## config.mk

```make
export PLATFORM = sky130hd
export DESIGN_NAME = pan_tilt_deadband_servo_tracker
export DESIGN_NICKNAME = d
export VERILOG_FILES = /design/src/rtl/ptds_pkg.sv /design/src/rtl/ptds_front.sv /design/src/rtl/ptds_queue.sv /design/src/rtl/ptds_back.sv /design/src/rtl/pan_tilt_deadband_servo_tracker.sv
export VERILOG_INCLUDE_DIRS = /design/src /design/src/rtl
export SDC_FILE = /design/constraint.sdc
export NUM_CORES = 1
export LEC_CHECK = 0
export BUFFER_PORTS_ARGS = -buffer_cell sky130_fd_sc_hd__buf_4
export CAP_MARGIN = 10
export CORE_ASPECT_RATIO = 1.2
export CORE_UTILIZATION = 33
export CTS_BUF_LIST = sky130_fd_sc_hd__clkbuf_8
export DETAILED_ROUTE_END_ITERATION = 7
export GPL_TIMING_DRIVEN = 0
export PLACE_DENSITY = 0.53
export SLEW_MARGIN = 10
export SYNTH_ARGS = -nofsm -noshare
export SYNTH_HDL_FRONTEND = slang
export SYNTH_SLANG_ARGS = --single-unit
```

## constraint.sdc

```tcl
create_clock -name clk_i -period 19.1 [get_ports clk_i]
set_input_delay 1.91 -clock clk_i [delete_from_list [all_inputs] [get_ports clk_i]]
set_output_delay 1.91 -clock clk_i [all_outputs]
set_load 0.005 [all_outputs]
```

## src/rtl/pan_tilt_deadband_servo_tracker_macros.svh

```systemverilog
// ----------------------------------------------------------------------------
// Assertion macros for the pan/tilt servo tracker
// Clocked on clk_i, disabled while rst_ni is low
// ----------------------------------------------------------------------------
`ifndef PAN_TILT_DEADBAND_SERVO_TRACKER_MACROS_SVH
`define PAN_TILT_DEADBAND_SERVO_TRACKER_MACROS_SVH

// plain property check
`define PTDS_ASSERT(lbl, prop) \
  lbl: assert property (@(posedge clk_i) disable iff (!rst_ni) (prop)) \
    else $error("ptds assertion failed");

// same-cycle implication check
`define PTDS_ASSERT_IMP(lbl, ante, cons) \
  lbl: assert property (@(posedge clk_i) disable iff (!rst_ni) (ante) |-> (cons)) \
    else $error("ptds implication failed");

`endif

```

## src/rtl/ptds_pkg.sv

```systemverilog
// ----------------------------------------------------------------------------
// ptds_pkg
// Shared widths, codes and arithmetic helpers for the servo tracker
// ----------------------------------------------------------------------------
package ptds_pkg;

  // field and state widths
  localparam int unsigned COORD_W = 12;
  localparam int unsigned CFG_W   = 12;
  localparam int unsigned DB_W    = 8;
  localparam int unsigned STEP_W  = 6;
  localparam int unsigned ANGLE_W = 8;
  localparam int unsigned PULSE_W = 6;
  localparam int unsigned CNT_W   = 15;
  localparam int unsigned HIGH_W  = 12;
  localparam int unsigned KIND_W  = 2;
  localparam int unsigned CFG_IDX_W = 2;

  // parameter defaults
  localparam int unsigned PERIOD_US_DEF   = 20000;
  localparam int unsigned FULL_SWEEP_DEF  = 40;

  // angle limits
  localparam logic [ANGLE_W-1:0] ANGLE_MAX    = ANGLE_W'(180);
  localparam logic [ANGLE_W-1:0] ANGLE_CENTER = ANGLE_W'(90);

  // config reset values
  localparam logic [COORD_W-1:0] CENTER_X_RST = COORD_W'(640);
  localparam logic [COORD_W-1:0] CENTER_Y_RST = COORD_W'(360);
  localparam logic [DB_W-1:0]    DEADBAND_RST = DB_W'(20);
  localparam logic [STEP_W-1:0]  STEP_RST     = STEP_W'(3);

  // queue depth between front and back
  localparam int unsigned Q_DEPTH = 2;
  localparam int unsigned Q_PTR_W = $clog2(Q_DEPTH);
  localparam int unsigned Q_CNT_W = $clog2(Q_DEPTH + 1);

  // input kind codes
  localparam logic [KIND_W-1:0] KIND_TICK    = 2'd0;
  localparam logic [KIND_W-1:0] KIND_OBSERVE = 2'd1;
  localparam logic [KIND_W-1:0] KIND_ALIGN   = 2'd2;

  // config register indexes
  typedef enum logic [CFG_IDX_W-1:0] {
    CFG_CENTER_X = 2'd0,
    CFG_CENTER_Y = 2'd1,
    CFG_DEADBAND = 2'd2,
    CFG_STEP     = 2'd3
  } cfg_idx_e;

  // classified operation
  typedef enum logic [1:0] {
    OP_TICK    = 2'd0,
    OP_OBSERVE = 2'd1,
    OP_ALIGN   = 2'd2
  } op_e;

  typedef struct packed {
    op_e  op;
    logic pan_up;
    logic pan_dn;
    logic tilt_up;
    logic tilt_dn;
  } op_t;

  // queue head as seen by the back end
  typedef struct packed {
    logic valid;
    op_t  item;
  } q_head_t;

  // floor(10.3 * a + 546) = 10a + 546 + floor(3a / 10), 3a/10 via a*615 >> 11
  function automatic logic [HIGH_W-1:0] high_time_for(input logic [ANGLE_W-1:0] a);
    logic [17:0]       frac;
    logic [HIGH_W-1:0] base;
    frac = 18'(a) * 18'd615;
    base = HIGH_W'(a) * HIGH_W'(10) + HIGH_W'(546);
    return base + HIGH_W'(frac >> 11);
  endfunction

  // ceil(2d / 9) = floor((2d + 8) / 9), divide via x*57 >> 9 for x below 135
  function automatic logic [PULSE_W-1:0] pulses_for(input logic [STEP_W-1:0] d);
    logic [7:0]  x;
    logic [13:0] prod;
    x    = {1'b0, d, 1'b0} + 8'd8;
    prod = 14'(x) * 14'd57;
    return PULSE_W'(prod >> 9);
  endfunction

endpackage

```

## src/rtl/ptds_front.sv

```systemverilog
// ----------------------------------------------------------------------------
// ptds_front
// Accepts input items, decodes kind and does the deadband compares
// ----------------------------------------------------------------------------
module ptds_front (
  input  logic                          in_valid_i,
  output logic                          in_stall_o,
  input  logic [ptds_pkg::KIND_W-1:0]   kind_i,
  input  logic [ptds_pkg::COORD_W-1:0]  face_x_i,
  input  logic [ptds_pkg::COORD_W-1:0]  face_y_i,
  input  logic [ptds_pkg::COORD_W-1:0]  center_x_i,
  input  logic [ptds_pkg::COORD_W-1:0]  center_y_i,
  input  logic [ptds_pkg::DB_W-1:0]     deadband_i,
  input  logic                          q_full_i,
  output logic                          push_o,
  output ptds_pkg::op_t                 push_item_o
);
  import ptds_pkg::*;

  localparam int unsigned SUM_W = COORD_W + 1;

  logic [SUM_W-1:0] fx_ext, fy_ext, cx_ext, cy_ext, db_ext;

  // handshake toward the queue
  assign in_stall_o = q_full_i;
  assign push_o     = in_valid_i && !q_full_i;

  assign fx_ext = SUM_W'(face_x_i);
  assign fy_ext = SUM_W'(face_y_i);
  assign cx_ext = SUM_W'(center_x_i);
  assign cy_ext = SUM_W'(center_y_i);
  assign db_ext = SUM_W'(deadband_i);

  // kind decode and deadband compares per axis, unused code runs as a tick
  always_comb begin
    push_item_o.pan_up  = fx_ext > (cx_ext + db_ext);
    push_item_o.pan_dn  = (fx_ext + db_ext) < cx_ext;
    push_item_o.tilt_up = fy_ext > (cy_ext + db_ext);
    push_item_o.tilt_dn = (fy_ext + db_ext) < cy_ext;
    unique case (kind_i)
      KIND_OBSERVE: push_item_o.op = OP_OBSERVE;
      KIND_ALIGN:   push_item_o.op = OP_ALIGN;
      default:      push_item_o.op = OP_TICK;
    endcase
  end

endmodule

```

## src/rtl/ptds_queue.sv

```systemverilog
// ----------------------------------------------------------------------------
// ptds_queue
// Short fifo of classified items between front and back
// ----------------------------------------------------------------------------
module ptds_queue (
  input  logic             clk_i,
  input  logic             rst_ni,
  input  logic             push_i,
  input  ptds_pkg::op_t    push_item_i,
  output logic             full_o,
  input  logic             pop_i,
  output ptds_pkg::q_head_t head_o
);
  import ptds_pkg::*;

  op_t                mem_q [Q_DEPTH];
  logic [Q_PTR_W-1:0] wr_ptr_q, wr_ptr_d;
  logic [Q_PTR_W-1:0] rd_ptr_q, rd_ptr_d;
  logic [Q_CNT_W-1:0] cnt_q, cnt_d;
  logic               do_pop;

  assign full_o      = cnt_q == Q_CNT_W'(Q_DEPTH);
  assign head_o.valid = cnt_q != '0;
  assign head_o.item  = mem_q[rd_ptr_q];
  assign do_pop       = pop_i && head_o.valid;

  // pointer and fill count update
  always_comb begin
    wr_ptr_d = wr_ptr_q;
    rd_ptr_d = rd_ptr_q;
    cnt_d    = cnt_q;
    if (push_i) begin
      wr_ptr_d = (wr_ptr_q == Q_PTR_W'(Q_DEPTH - 1)) ? '0 : wr_ptr_q + 1'b1;
    end
    if (do_pop) begin
      rd_ptr_d = (rd_ptr_q == Q_PTR_W'(Q_DEPTH - 1)) ? '0 : rd_ptr_q + 1'b1;
    end
    if (push_i && !do_pop) begin
      cnt_d = cnt_q + 1'b1;
    end else if (!push_i && do_pop) begin
      cnt_d = cnt_q - 1'b1;
    end
  end

  always_ff @(posedge clk_i or negedge rst_ni) begin
    if (!rst_ni) begin
      wr_ptr_q <= '0;
      rd_ptr_q <= '0;
      cnt_q    <= '0;
    end else begin
      wr_ptr_q <= wr_ptr_d;
      rd_ptr_q <= rd_ptr_d;
      cnt_q    <= cnt_d;
    end
  end

  // entry storage
  always_ff @(posedge clk_i) begin
    if (push_i) begin
      mem_q[wr_ptr_q] <= push_item_i;
    end
  end

endmodule

```

## src/rtl/ptds_back.sv

```systemverilog
// ----------------------------------------------------------------------------
// ptds_back
// Executes queued items: angle moves, pulse trains and the result register
// ----------------------------------------------------------------------------
module ptds_back #(
  parameter int unsigned PERIOD_US         = ptds_pkg::PERIOD_US_DEF,
  parameter int unsigned FULL_SWEEP_PULSES = ptds_pkg::FULL_SWEEP_DEF
) (
  input  logic                          clk_i,
  input  logic                          rst_ni,
  input  ptds_pkg::q_head_t             head_i,
  output logic                          pop_o,
  input  logic [ptds_pkg::STEP_W-1:0]   step_i,
  output logic                          out_valid_o,
  input  logic                          out_stall_i,
  output logic                          pan_pin_o,
  output logic                          tilt_pin_o,
  output logic                          busy_res_o,
  output logic                          dropped_o,
  output logic [ptds_pkg::ANGLE_W-1:0]  pan_now_o,
  output logic [ptds_pkg::ANGLE_W-1:0]  tilt_now_o
);
  import ptds_pkg::*;

  typedef struct packed {
    logic [ANGLE_W-1:0] angle;
    logic [PULSE_W-1:0] pulses;
  } move_t;

  // one axis step with clamp and pulse count for the actual change
  function automatic move_t move_axis(input logic [ANGLE_W-1:0] a,
                                      input logic up, input logic dn,
                                      input logic [STEP_W-1:0] step);
    move_t            r;
    logic [ANGLE_W:0] sum;
    logic [ANGLE_W-1:0] d;
    sum = {1'b0, a} + (ANGLE_W + 1)'(step);
    r.angle  = a;
    r.pulses = '0;
    d        = '0;
    if (up) begin
      r.angle = (sum > (ANGLE_W + 1)'(ANGLE_MAX)) ? ANGLE_MAX : sum[ANGLE_W-1:0];
      d       = r.angle - a;
      r.pulses = pulses_for(d[STEP_W-1:0]);
    end else if (dn) begin
      r.angle = (a < ANGLE_W'(step)) ? '0 : a - ANGLE_W'(step);
      d       = a - r.angle;
      r.pulses = pulses_for(d[STEP_W-1:0]);
    end
    return r;
  endfunction

  // tracker state
  logic [ANGLE_W-1:0] pan_q, pan_d, tilt_q, tilt_d;
  logic [PULSE_W-1:0] pan_left_q, pan_left_d, tilt_left_q, tilt_left_d;
  logic [CNT_W-1:0]   cnt_q, cnt_d;
  logic [HIGH_W-1:0]  high_q, high_d;
  logic               axis_q, axis_d;

  // result register
  logic               out_valid_q;
  logic               pan_pin_q, pan_pin_d, tilt_pin_q, tilt_pin_d;
  logic               busy_q, drop_q, drop_d;
  logic [ANGLE_W-1:0] pan_now_q, tilt_now_q;

  logic               fire, busy;
  logic               level;
  logic [CNT_W-1:0]   cnt_inc;
  move_t              pan_mv, tilt_mv;
  logic [HIGH_W-1:0]  high_pan_mv, high_tilt_mv, high_tilt_now;
  logic [PULSE_W-1:0] pan_dec;

  assign fire  = head_i.valid && (!out_valid_q || !out_stall_i);
  assign pop_o = fire;
  assign busy  = (pan_left_q != '0) || (tilt_left_q != '0);

  assign pan_mv  = move_axis(pan_q, head_i.item.pan_up, head_i.item.pan_dn, step_i);
  assign tilt_mv = move_axis(tilt_q, head_i.item.tilt_up, head_i.item.tilt_dn, step_i);
  assign high_pan_mv   = high_time_for(pan_mv.angle);
  assign high_tilt_mv  = high_time_for(tilt_mv.angle);
  assign high_tilt_now = high_time_for(tilt_q);

  assign level   = {1'b0, cnt_q} < (CNT_W + 1)'(high_q);
  assign cnt_inc = cnt_q + 1'b1;
  assign pan_dec = (pan_left_q != '0) ? pan_left_q - 1'b1 : '0;

  // execute one item
  always_comb begin
    pan_d       = pan_q;
    tilt_d      = tilt_q;
    pan_left_d  = pan_left_q;
    tilt_left_d = tilt_left_q;
    cnt_d       = cnt_q;
    high_d      = high_q;
    axis_d      = axis_q;
    pan_pin_d   = 1'b0;
    tilt_pin_d  = 1'b0;
    drop_d      = 1'b0;
    unique case (head_i.item.op)
      OP_OBSERVE: begin
        if (busy) begin
          drop_d = 1'b1;
        end else begin
          pan_d       = pan_mv.angle;
          tilt_d      = tilt_mv.angle;
          pan_left_d  = pan_mv.pulses;
          tilt_left_d = tilt_mv.pulses;
          cnt_d       = '0;
          if (pan_mv.pulses != '0) begin
            axis_d = 1'b0;
            high_d = high_pan_mv;
          end else if (tilt_mv.pulses != '0) begin
            axis_d = 1'b1;
            high_d = high_tilt_mv;
          end
        end
      end
      OP_ALIGN: begin
        if (busy) begin
          drop_d = 1'b1;
        end else begin
          pan_d       = ANGLE_CENTER;
          tilt_d      = ANGLE_CENTER;
          pan_left_d  = PULSE_W'(FULL_SWEEP_PULSES);
          tilt_left_d = PULSE_W'(FULL_SWEEP_PULSES);
          cnt_d       = '0;
          axis_d      = 1'b0;
          high_d      = high_time_for(ANGLE_CENTER);
        end
      end
      default: begin
        if (busy) begin
          pan_pin_d  = !axis_q && level;
          tilt_pin_d = axis_q && level;
          cnt_d      = cnt_inc;
          // end of one servo period
          if (cnt_inc >= CNT_W'(PERIOD_US)) begin
            cnt_d = '0;
            if (!axis_q) begin
              pan_left_d = pan_dec;
              if (pan_dec == '0 && tilt_left_q != '0) begin
                axis_d = 1'b1;
                high_d = high_tilt_now;
              end
            end else if (tilt_left_q != '0) begin
              tilt_left_d = tilt_left_q - 1'b1;
            end
          end
        end
      end
    endcase
  end

  // state and result valid
  always_ff @(posedge clk_i or negedge rst_ni) begin
    if (!rst_ni) begin
      pan_q       <= ANGLE_CENTER;
      tilt_q      <= ANGLE_CENTER;
      pan_left_q  <= '0;
      tilt_left_q <= '0;
      cnt_q       <= '0;
      high_q      <= '0;
      axis_q      <= 1'b0;
      out_valid_q <= 1'b0;
    end else begin
      if (fire) begin
        pan_q       <= pan_d;
        tilt_q      <= tilt_d;
        pan_left_q  <= pan_left_d;
        tilt_left_q <= tilt_left_d;
        cnt_q       <= cnt_d;
        high_q      <= high_d;
        axis_q      <= axis_d;
        out_valid_q <= 1'b1;
      end else if (!out_stall_i) begin
        out_valid_q <= 1'b0;
      end
    end
  end

  // result payload
  always_ff @(posedge clk_i) begin
    if (fire) begin
      pan_pin_q  <= pan_pin_d;
      tilt_pin_q <= tilt_pin_d;
      busy_q     <= (pan_left_d != '0) || (tilt_left_d != '0);
      drop_q     <= drop_d;
      pan_now_q  <= pan_d;
      tilt_now_q <= tilt_d;
    end
  end

  assign out_valid_o = out_valid_q;
  assign pan_pin_o   = pan_pin_q;
  assign tilt_pin_o  = tilt_pin_q;
  assign busy_res_o  = busy_q;
  assign dropped_o   = drop_q;
  assign pan_now_o   = pan_now_q;
  assign tilt_now_o  = tilt_now_q;

endmodule

```

## src/rtl/pan_tilt_deadband_servo_tracker.sv

```systemverilog
// A result passes through the queue and then the back-end result register after its item is accepted.
// Throughput: one item per cycle, ticks included, while the output is not stalled.
// The two-entry queue keeps the input open while the output is stalled, until the queue is full.
// Reset: angles 90, no pulses queued, counter 0, frame centre 640/360, deadband 20, step 3.
// ----------------------------------------------------------------------------
// pan_tilt_deadband_servo_tracker
// Deadband pan/tilt tracker driving two servo pins from microsecond ticks
// ----------------------------------------------------------------------------
module pan_tilt_deadband_servo_tracker #(
  parameter int unsigned PERIOD_US         = ptds_pkg::PERIOD_US_DEF,
  parameter int unsigned FULL_SWEEP_PULSES = ptds_pkg::FULL_SWEEP_DEF
) (
  input  logic                            clk_i,
  input  logic                            rst_ni,
  // configuration port
  input  logic                            cfg_we_i,
  input  logic [ptds_pkg::CFG_IDX_W-1:0]  cfg_idx_i,
  input  logic [ptds_pkg::CFG_W-1:0]      cfg_wdata_i,
  // input channel
  input  logic                            in_valid_i,
  output logic                            in_stall_o,
  input  logic [ptds_pkg::KIND_W-1:0]     kind_i,
  input  logic [ptds_pkg::COORD_W-1:0]    face_x_i,
  input  logic [ptds_pkg::COORD_W-1:0]    face_y_i,
  // output channel
  output logic                            out_valid_o,
  input  logic                            out_stall_i,
  output logic                            pan_pin_o,
  output logic                            tilt_pin_o,
  output logic                            busy_res_o,
  output logic                            dropped_o,
  output logic [ptds_pkg::ANGLE_W-1:0]    pan_now_o,
  output logic [ptds_pkg::ANGLE_W-1:0]    tilt_now_o
);
  import ptds_pkg::*;

  `include "pan_tilt_deadband_servo_tracker_macros.svh"

  logic [COORD_W-1:0] center_x_q, center_y_q;
  logic [DB_W-1:0]    deadband_q;
  logic [STEP_W-1:0]  step_q;

  logic    q_full, push, pop;
  op_t     push_item;
  q_head_t head;

  // configuration registers
  always_ff @(posedge clk_i or negedge rst_ni) begin
    if (!rst_ni) begin
      center_x_q <= CENTER_X_RST;
      center_y_q <= CENTER_Y_RST;
      deadband_q <= DEADBAND_RST;
      step_q     <= STEP_RST;
    end else if (cfg_we_i) begin
      unique case (cfg_idx_e'(cfg_idx_i))
        CFG_CENTER_X: center_x_q <= cfg_wdata_i[COORD_W-1:0];
        CFG_CENTER_Y: center_y_q <= cfg_wdata_i[COORD_W-1:0];
        CFG_DEADBAND: deadband_q <= cfg_wdata_i[DB_W-1:0];
        CFG_STEP:     step_q     <= cfg_wdata_i[STEP_W-1:0];
        default:      ;
      endcase
    end
  end

  // front end: accept and classify
  ptds_front u_front (
    .in_valid_i  (in_valid_i),
    .in_stall_o  (in_stall_o),
    .kind_i      (kind_i),
    .face_x_i    (face_x_i),
    .face_y_i    (face_y_i),
    .center_x_i  (center_x_q),
    .center_y_i  (center_y_q),
    .deadband_i  (deadband_q),
    .q_full_i    (q_full),
    .push_o      (push),
    .push_item_o (push_item)
  );

  // queue between the halves
  ptds_queue u_queue (
    .clk_i       (clk_i),
    .rst_ni      (rst_ni),
    .push_i      (push),
    .push_item_i (push_item),
    .full_o      (q_full),
    .pop_i       (pop),
    .head_o      (head)
  );

  // back end: execute and hold the result
  ptds_back #(
    .PERIOD_US         (PERIOD_US),
    .FULL_SWEEP_PULSES (FULL_SWEEP_PULSES)
  ) u_back (
    .clk_i       (clk_i),
    .rst_ni      (rst_ni),
    .head_i      (head),
    .pop_o       (pop),
    .step_i      (step_q),
    .out_valid_o (out_valid_o),
    .out_stall_i (out_stall_i),
    .pan_pin_o   (pan_pin_o),
    .tilt_pin_o  (tilt_pin_o),
    .busy_res_o  (busy_res_o),
    .dropped_o   (dropped_o),
    .pan_now_o   (pan_now_o),
    .tilt_now_o  (tilt_now_o)
  );

  // checks
  `PTDS_ASSERT_IMP(a_pins_exclusive, out_valid_o, !(pan_pin_o && tilt_pin_o))
  `PTDS_ASSERT_IMP(a_drop_no_pins, out_valid_o && dropped_o, !pan_pin_o && !tilt_pin_o)
  `PTDS_ASSERT_IMP(a_drop_when_busy, out_valid_o && dropped_o, busy_res_o)
  `PTDS_ASSERT_IMP(a_angle_range, out_valid_o, pan_now_o <= ANGLE_MAX && tilt_now_o <= ANGLE_MAX)

endmodule

```

==> results of run 1 <==
[worst max-delay path, delay by kind of cell (launching register included)]
family	cells	cell delay [ns]
DFF	1	0.78
and+or+nand+nor	5	0.54
buffers and inverters	4	0.60
xor gates and xnor gates	2	0.23
adders and majority gates	9	3.04
muxes	2	0.42
AOI/OAI and AO/OA	20	5.22
[layout make-up]
cell class,count,area (sq um),share of cell area (%)
timing repair buffer,69,521.8,2.356
buffer,48,206.4,0.9324
clock inverter,14,166.4,0.7515
inverter,280,1051,4.747
tap,800,1001,4.521
sequential,131,3461,15.63
multi-input combinational,1818,15490,69.94
clock buffer,18,247.7,1.119
[per-stage QoR]
stage          hold WS [ns]  setup WS [ns]  instance area (sq um)  std cells  utilization (%)
6_report             0.5187          8.168                  22140       3178            36.93
5_1_grt              0.5434          7.590                  22140       3178            36.93
4_1_cts              0.5141          8.229                  22140       3178            36.93
3_5_place_dp         0.4969          8.292                  21730       3146            36.24
3_3_place_gp         0.4768          7.943                  21680       3143            36.16
2_1_floorplan        0.4608          9.933                  20180       2277                -
[placed cells by master (no fill, tap or decap), types with 8 or more instances in the layout]
cell       count
a211oi_1      12
nor4_1         8
or2_2         16
nand4_1       14
a21o_1        48
xnor2_1      115
fa_1          87
nor3_1        36
dfrtp_1       81
edfxtp_1      32
o2111ai_1      8
o21a_1        39
nor2b_1       43
a22oi_1        8
nand3_1       38
a21oi_1      148
o21bai_1      34
mux2_2        41
and3_1        17
nand2b_1      33
nand2_1      133
clkbuf_1      41
a31oi_1        9
buf_4         68
nor2_1       120
xor2_1        50
clkbuf_8      18
mux2i_1       27
inv_1        279
or3_1         11
o211ai_1       9
o31ai_1       11
dfstp_2       18
o21ai_0      152
ha_1         439
[kinds of logic (layout without fill, tap and decap cells)]
| kind of cell | after synthesis | count (layout) |
|---|---|---|
| AOI/OAI and AO/OA | 540 | 540 |
| xor gates and xnor gates | 165 | 165 |
| adders and majority gates | 526 | 526 |
| buffers and inverters | 328 | 429 |
| DFF | 131 | 131 |
| muxes | 73 | 73 |
| and+or+nand+nor | 514 | 514 |
[flip-flops by register name, indices dropped and copies added, names as in the netlist, 8 cells and up]
name               count
u_back.tilt_now_o      8
u_back.high_q         12
u_back.pan_now_o       8
center_y_q            12
center_x_q            12
u_back.pan_q           8
u_queue.mem_q         12
u_back.cnt_q          15
u_back.tilt_q          8
deadband_q             8
[path summary, 6_finish.rpt]
kind                       depth (start not counted)                 to  slack (ns)        startpoint
setup / recovery                                  42  u_back.high_q[11]        8.17  u_back.tilt_q[0]
hold / removal                                     1   u_queue.wr_ptr_q        0.52  u_queue.wr_ptr_q
setup reg to reg                                  42  u_back.high_q[11]        8.17  u_back.tilt_q[0]
hold reg to reg                                    1   u_queue.wr_ptr_q        0.52  u_queue.wr_ptr_q
max in group asynchronous                          1   u_back.high_q[7]       16.81            rst_ni
min in group asynchronous                          1   u_queue.wr_ptr_q        1.48            rst_ni
[per-layer routing]
metal | vias to the layer above | part of all wire [%] | routed length (um)
met4 | 0 | 2.3 | 1281
met1 | 7836 | 45 | 24720
met3 | 54 | 3.7 | 2028
li1 | 8190 | - | -
met5 | - | 0 | 0
met2 | 313 | 49 | 26850
==> impl_metrics.env, run 1 <==
export IMPL_grt_pass1_vias=16880
export IMPL_rsz0062_at_grt="no"
export IMPL_fillers=6096
export IMPL_async_reset_ff_share_pct=75.57
export IMPL_hp_class="reg -> reg"
export IMPL_period_needed_ns=10.93
export IMPL_synthAdderAreaFrac_pct=35.84
export IMPL_end_kind="register"
export IMPL_slew_headroom_pct=16.80
export IMPL_antenna_left=0
export IMPL_synth_flop_cell="dfrtp_1"
export IMPL_cts_root_buf="clkbuf_8"
export IMPL_synth_area_sq_mm=0.02018
export IMPL_slowest_delay_ns=0.94
export IMPL_synth_nets=2848
export IMPL_antenna_found_initial=0
export IMPL_grt_usage_pct=18.04
export IMPL_hold_viol=0
export IMPL_place_congestion=0.9001
export IMPL_grt_util_met1_pct=22.34
export IMPL_finClkSkew_ns=0.02070
export IMPL_ys_ff_latch=131
export IMPL_fin_tns_setup_ns=0
export IMPL_final_period_utilization_pct=57.23
export IMPL_synth_top_cell_by_area="ha_1"
export IMPL_grt_pass1_wl_mm=89.91
export IMPL_row_count=98
export IMPL_drive_gt1_share_pct=8.579
export IMPL_ctsResizeCount=0
export IMPL_netlist_instances=2277
export IMPL_required_ns=19.48
export IMPL_clk_latency_ns=0.49
export IMPL_synth_edff_count=32
export IMPL_seq_area_frac_synth_pct=17.15
export IMPL_synthTopCellsByArea="ha_1, dfrtp_1, fa_1, inv_1, xnor2_1"
export IMPL_synth_compound_area_share_pct=16.76
export IMPL_drt_iter0_drc=807
export IMPL_cts_buffers=17
export IMPL_clk_pin_slew_worst_paths_ns=0.09
export IMPL_synthMuxAreaShare_pct=3.973
export IMPL_die_w_um=227.8
export IMPL_fmax_ghz=0.09148
export IMPL_worst_ep_arrival_time_ns=11.31
export IMPL_synth_most_common_cell="ha_1"
export IMPL_die_height_um=272.9
export IMPL_grt_max_degree=100
export IMPL_nNetsFinal=2936
export IMPL_use_met2_pct=32.46
export IMPL_worstMarginPinSlew_ns=1.248
export IMPL_status="complete, no violations"
export IMPL_synthToLayoutAreaGrowth_pct=9.701
export IMPL_io_pins=67
export IMPL_critPathSlowestCell="a21oi_1"
export IMPL_crit_top_cell="o21a_1"
export IMPL_drc=0
export IMPL_vias=16390
export IMPL_final_max_slew_viol_count=0
export IMPL_avgViaCountPerCell=5.158
export IMPL_cp_start_kind="register"
export IMPL_grt_busiest_layer="met2"
export IMPL_h_tree_depth=4
export IMPL_setup_viol=0
export IMPL_port_buffers=66
export IMPL_yosys_warnings=0
export IMPL_cap_violations=0
export IMPL_cp_max_fo=10
export IMPL_post_synth_top_area_fraction_pct=27.21
export IMPL_cts_buffer_depth=2
export IMPL_worstSetupPathType="reg -> reg"
export IMPL_post_cts_buffers=0
export IMPL_ys_types=83
export IMPL_cts_hold_buffers=0
export IMPL_drt_wl_total_mm=54.89
export IMPL_antenna_cells=0
export IMPL_synthSimpleGateAreaFrac_pct=12.90
export IMPL_cts_num_sinks=131
export IMPL_avgSynthCellArea_sq_um=8.864
export IMPL_gr_usage_met3_pct=2.379
export IMPL_dr_pass1_iters=5
export IMPL_die_area_sq_mm=0.06216
export IMPL_synth_xor_area_share_pct=7.160
export IMPL_core_sq_mm=0.05996
export IMPL_initial_core_util_pct=33.66
export IMPL_cts_tree="built"
export IMPL_wl_per_cell_um=17.27
export IMPL_hpwlAfterDp_mm=45.00
export IMPL_synth_commonest_cells="ha_1, inv_1, o21ai_0, a21oi_1, nand2_1"
export IMPL_synth_top_family_by_area="adder cells"
export IMPL_grt_overflow_total=0
Power of run 1 is left out: the tool's default activity adds up to more than one toggle a clock period on the data nets, which glitch-free logic cannot reach.
==> run 2, diff against run 1 <==
- clock period: 19.1 -> 10.2 ns (I/O delays scaled with it)
==> impl_metrics.env, run 2 (synthesis results as in run 1) <==
export IMPL_antenna_found_initial=0
export IMPL_clk_latency_ns=0.49
export IMPL_largest_reg_flops=15
export IMPL_port_buffers=66
export IMPL_fmax_ghz=0.1034
export IMPL_final_common_cell="ha_1"
export IMPL_worstMarginPinSlew_ns=1.060
export IMPL_grt_pass1_vias=16930
export IMPL_end_kind="register"
export IMPL_layout_common_cells="ha_1, inv_1, o21ai_0"
export IMPL_vias=16450
export IMPL_drt_wl_total_mm=55.36
export IMPL_finClkSkew_ns=0.02102
export IMPL_final_max_slew_viol_count=0
export IMPL_die_w_um=227.8
export IMPL_hp_class="reg -> reg"
export IMPL_critPathSlowestCell="dfstp_4"
export IMPL_drt_iter0_drc=855
export IMPL_initial_core_util_pct=33.66
export IMPL_cts_num_sinks=131
export IMPL_cp_start_kind="register"
export IMPL_hpwlAfterDp_mm=45.00
export IMPL_cap_violations=0
export IMPL_worst_ep_arrival_time_ns=10.05
export IMPL_cts_buffer_depth=2
export IMPL_final_period_utilization_pct=94.80
export IMPL_fillers=6083
export IMPL_grt_overflow_total=0
export IMPL_dr_pass1_iters=5
export IMPL_status="complete, no violations"
export IMPL_core_sq_mm=0.05996
export IMPL_grt_pass1_wl_mm=90.17
export IMPL_drc=0
export IMPL_io_pins=67
export IMPL_wl_per_cell_um=17.35
export IMPL_synthToLayoutAreaGrowth_pct=11.12
export IMPL_cts_root_buf="clkbuf_8"
export IMPL_setup_viol=0
export IMPL_dp_slack_ns=-0.6082
export IMPL_grt_max_degree=100
export IMPL_cts_tree="built"
export IMPL_die_height_um=272.9
export IMPL_period_needed_ns=9.669
export IMPL_cts_buffers=17
export IMPL_slew_headroom_pct=27.31
export IMPL_nNetsFinal=2949
export IMPL_row_count=98
export IMPL_cp_max_fo=11
export IMPL_regMostFlops="u_back.cnt_q"
export IMPL_worstSetupPathType="reg -> reg"
export IMPL_place_congestion=0.9001
export IMPL_avgViaCountPerCell=5.154
export IMPL_crit_top_cell="o21a_1"
export IMPL_drive_gt1_share_pct=10.08
export IMPL_hold_viol=0
export IMPL_antenna_cells=0
export IMPL_required_ns=10.58
export IMPL_clk_pin_slew_worst_paths_ns=0.09
export IMPL_grt_usage_pct=18.10
export IMPL_die_area_sq_mm=0.06216
export IMPL_antenna_left=0
export IMPL_slowest_delay_ns=0.74
export IMPL_finalWorstSetupSlack_ns=0.5305
export IMPL_h_tree_depth=4
-- run 2: metal layers --
metal | up-vias | track usage [%] | wire, um
met5 | - | 0 | 0
met4 | 0 | 5.317 | 1304
met1 | 7862 | 22.42 | 25130
met2 | 306 | 32.48 | 27040
li1 | 8219 | - | -
met3 | 59 | 2.400 | 1871
-- run 2: cell type report --
cell class | count | area [sq um] | share of cell area (%)
multi-input cells | 1818 | 15660 | 69.80
flip-flops and latches | 131 | 3471 | 15.47
inverters | 280 | 1059 | 4.719
clock buffers | 18 | 247.7 | 1.105
repair buffers | 83 | 626.9 | 2.795
plain buffers | 47 | 202.7 | 0.9037
clock inverters | 14 | 166.4 | 0.7419
well taps | 800 | 1001 | 4.463
-- run 2: final timing paths --
| check | to | slack [ns] | from | cells past startpoint |
|---|---|---|---|---|
| max | u_back.high_q[11] | 0.53 | u_back.tilt_q[1] | 42 |
| min | u_queue.wr_ptr_q | 0.52 | u_queue.wr_ptr_q | 1 |
| max reg2reg | u_back.high_q[11] | 0.53 | u_back.tilt_q[1] | 42 |
| min reg2reg | u_queue.wr_ptr_q | 0.52 | u_queue.wr_ptr_q | 1 |
| max in group asynchronous | u_back.tilt_q[0] | 8.78 | rst_ni | 1 |
| min in group asynchronous | u_queue.wr_ptr_q | 0.59 | rst_ni | 1 |
-- run 2: repair_timing --
action                                  CTS  global route
pin swaps                                 0             3
setup buffers                             4            10
endpoints found under the setup margin    6            13
hold endpoints to repair                  0             0
hold buffers                              0             0
gates resized for setup                  13            28
-- run 2: metrics by stage --
stage          std cells  util, %  setup TNS, ns  instance area, sq um  hold slack (ns)
4_1_cts             3182    37.06              0                 22220           0.5141
2_1_floorplan       2277        -              0                 20180           0.4608
6_report            3191    37.41              0                 22430           0.5187
3_5_place_dp        3146    36.24         -2.214                 21730           0.4969
5_1_grt             3191    37.41       -0.06243                 22430           0.5434
3_3_place_gp        3143    36.16         -4.720                 21680           0.4768
-- run 2: worst max-delay path, delay by kind of cell, from the launching register on --
kind / cells / cell delay [ns]
AOI/OAI and AO/OA: 17 / 3.23
xor gates and xnor gates: 2 / 0.23
adders and majority gates: 8 / 3.12
buffers and inverters: 3 / 0.31
DFF: 1 / 0.74
muxes: 2 / 0.42
and+or+nand+nor: 10 / 1.51
Power of run 2 is left out for the same reason.
==> run 3, diff against run 2 <==
- CORE_MARGIN: not set -> 3
==> impl_metrics.env, run 3 (synthesis results as in run 1) <==
export IMPL_status="complete, no violations"
export IMPL_cp_start_kind="register"
export IMPL_cp_max_fo=8
export IMPL_final_period_utilization_pct=95.41
export IMPL_layout_common_cells="ha_1, inv_1, o21ai_0"
export IMPL_h_tree_depth=4
export IMPL_hpwlAfterDp_mm=45.89
export IMPL_die_height_um=276.9
export IMPL_hold_viol=0
export IMPL_drt_iter0_drc=902
export IMPL_grt_max_degree=100
export IMPL_period_needed_ns=9.732
export IMPL_vias=16620
export IMPL_required_ns=10.61
export IMPL_finClkSkew_ns=0.01718
export IMPL_place_congestion=0.9143
export IMPL_fmax_ghz=0.1028
export IMPL_final_common_cell="ha_1"
export IMPL_final_max_slew_viol_count=0
export IMPL_grt_usage_pct=17.62
export IMPL_crit_top_cell="o21a_1"
export IMPL_cts_buffer_depth=2
export IMPL_drt_wl_total_mm=55.57
export IMPL_cts_tree="built"
export IMPL_setup_viol=0
export IMPL_dr_pass1_iters=5
export IMPL_antenna_left=0
export IMPL_hold_ws_ns=0.4986
export IMPL_cts_buffers=17
export IMPL_grt_pass1_wl_mm=90.27
export IMPL_io_pins=67
export IMPL_clk_pin_slew_worst_paths_ns=0.09
export IMPL_synthToLayoutAreaGrowth_pct=11.27
export IMPL_dr_wl_met3_mm=2.269
export IMPL_die_w_um=231.8
export IMPL_hp_class="reg -> reg"
export IMPL_cts_num_sinks=131
export IMPL_core_sq_mm=0.06008
export IMPL_fin_tns_setup_ns=0
export IMPL_port_buffers=66
export IMPL_row_count=98
export IMPL_slew_headroom_pct=26.67
export IMPL_cts_hold_buffers=0
export IMPL_wl_per_cell_um=17.40
export IMPL_worstSetupPathType="reg -> reg"
export IMPL_fillers=6188
export IMPL_critPathSlowestCell="dfstp_2"
export IMPL_worstMarginPinSlew_ns=1.100
export IMPL_slowest_delay_ns=0.61
export IMPL_grt_overflow_total=0
export IMPL_largest_reg_flops=15
export IMPL_top_layer_used="met4"
export IMPL_regMostFlops="u_back.cnt_q"
export IMPL_rsz0062_at_grt="no"
export IMPL_initial_core_util_pct=33.59
export IMPL_wl_met1_mm=24.71
export IMPL_worst_ep_arrival_time_ns=10.14
export IMPL_drc=0
export IMPL_die_area_sq_mm=0.06418
export IMPL_wl_met2_mm=27.73
export IMPL_clk_latency_ns=0.54
export IMPL_end_kind="register"
export IMPL_antenna_cells=0
export IMPL_cap_violations=0
export IMPL_drive_gt1_share_pct=10.11
export IMPL_cts_root_buf="clkbuf_8"
export IMPL_nNetsFinal=2951
export IMPL_avgViaCountPerCell=5.206
export IMPL_grt_pass1_vias=16950
export IMPL_antenna_found_initial=0
[run 3: area by class of cell]
| class | instances | area (sq um) | share of cell area (%) |
|---|---|---|---|
| Multi-Input combinational cell | 1818 | 15620 | 69.55 |
| Clock buffer | 17 | 234.0 | 1.042 |
| Sequential cell | 131 | 3466 | 15.43 |
| Clock inverter | 15 | 201.4 | 0.8969 |
| Tap cell | 800 | 1001 | 4.457 |
| Timing Repair Buffer | 85 | 674.4 | 3.003 |
| Buffer | 47 | 202.7 | 0.9025 |
| Inverter | 280 | 1059 | 4.713 |
[run 3: final timing paths]
path	end	cells past startpoint	slack, ns	start
max in group asynchronous	u_back.tilt_q[0]	1	8.78	rst_ni
worst min-delay path	u_queue.wr_ptr_q	1	0.50	u_queue.wr_ptr_q
worst max-delay path	u_back.high_q[9]	40	0.47	step_q[1]
worst max register to register	u_back.high_q[9]	40	0.47	step_q[1]
worst min register to register	u_queue.wr_ptr_q	1	0.50	u_queue.wr_ptr_q
min in group asynchronous	center_x_q[10]	1	0.53	rst_ni
[run 3: critical path: cells and delay by family, from the launching register on]
family | cells | cell delay [ns]
buffers and inverters | 3 | 0.29
xor gates and xnor gates | 2 | 0.43
muxes | 2 | 0.22
adders and majority gates | 8 | 3.27
and+or+nand+nor | 9 | 1.60
DFF | 1 | 0.61
AOI/OAI and AO/OA | 16 | 3.16
[run 3: repair_timing]
item                       in CTS  in global routing
setup endpoints to repair       6                 12
setup buffers                   1                 14
gates resized for setup        14                 23
pin swaps                       0                  4
[run 3: metal layers]
layer	GRT usage, %	up-vias
met3	3.148	54
met4	3.577	0
met5	0	-
met2	31.44	290
met1	22.13	8085
li1	-	8194
[run 3: stage by stage]
step | std cells | util, % | setup WS, ns | instance area [sq um]
6_report | 3193 | 37.38 | 0.4684 | 22460
5_1_grt | 3193 | 37.38 | 0.006875 | 22460
4_1_cts | 3180 | 37.04 | 0.05257 | 22250
3_5_place_dp | 3147 | 36.20 | -0.5094 | 21750
3_3_place_gp | 3143 | 36.09 | -0.5254 | 21680
2_1_floorplan | 2277 | - | 1.033 | 20180
Power of run 3 is left out for the same reason.
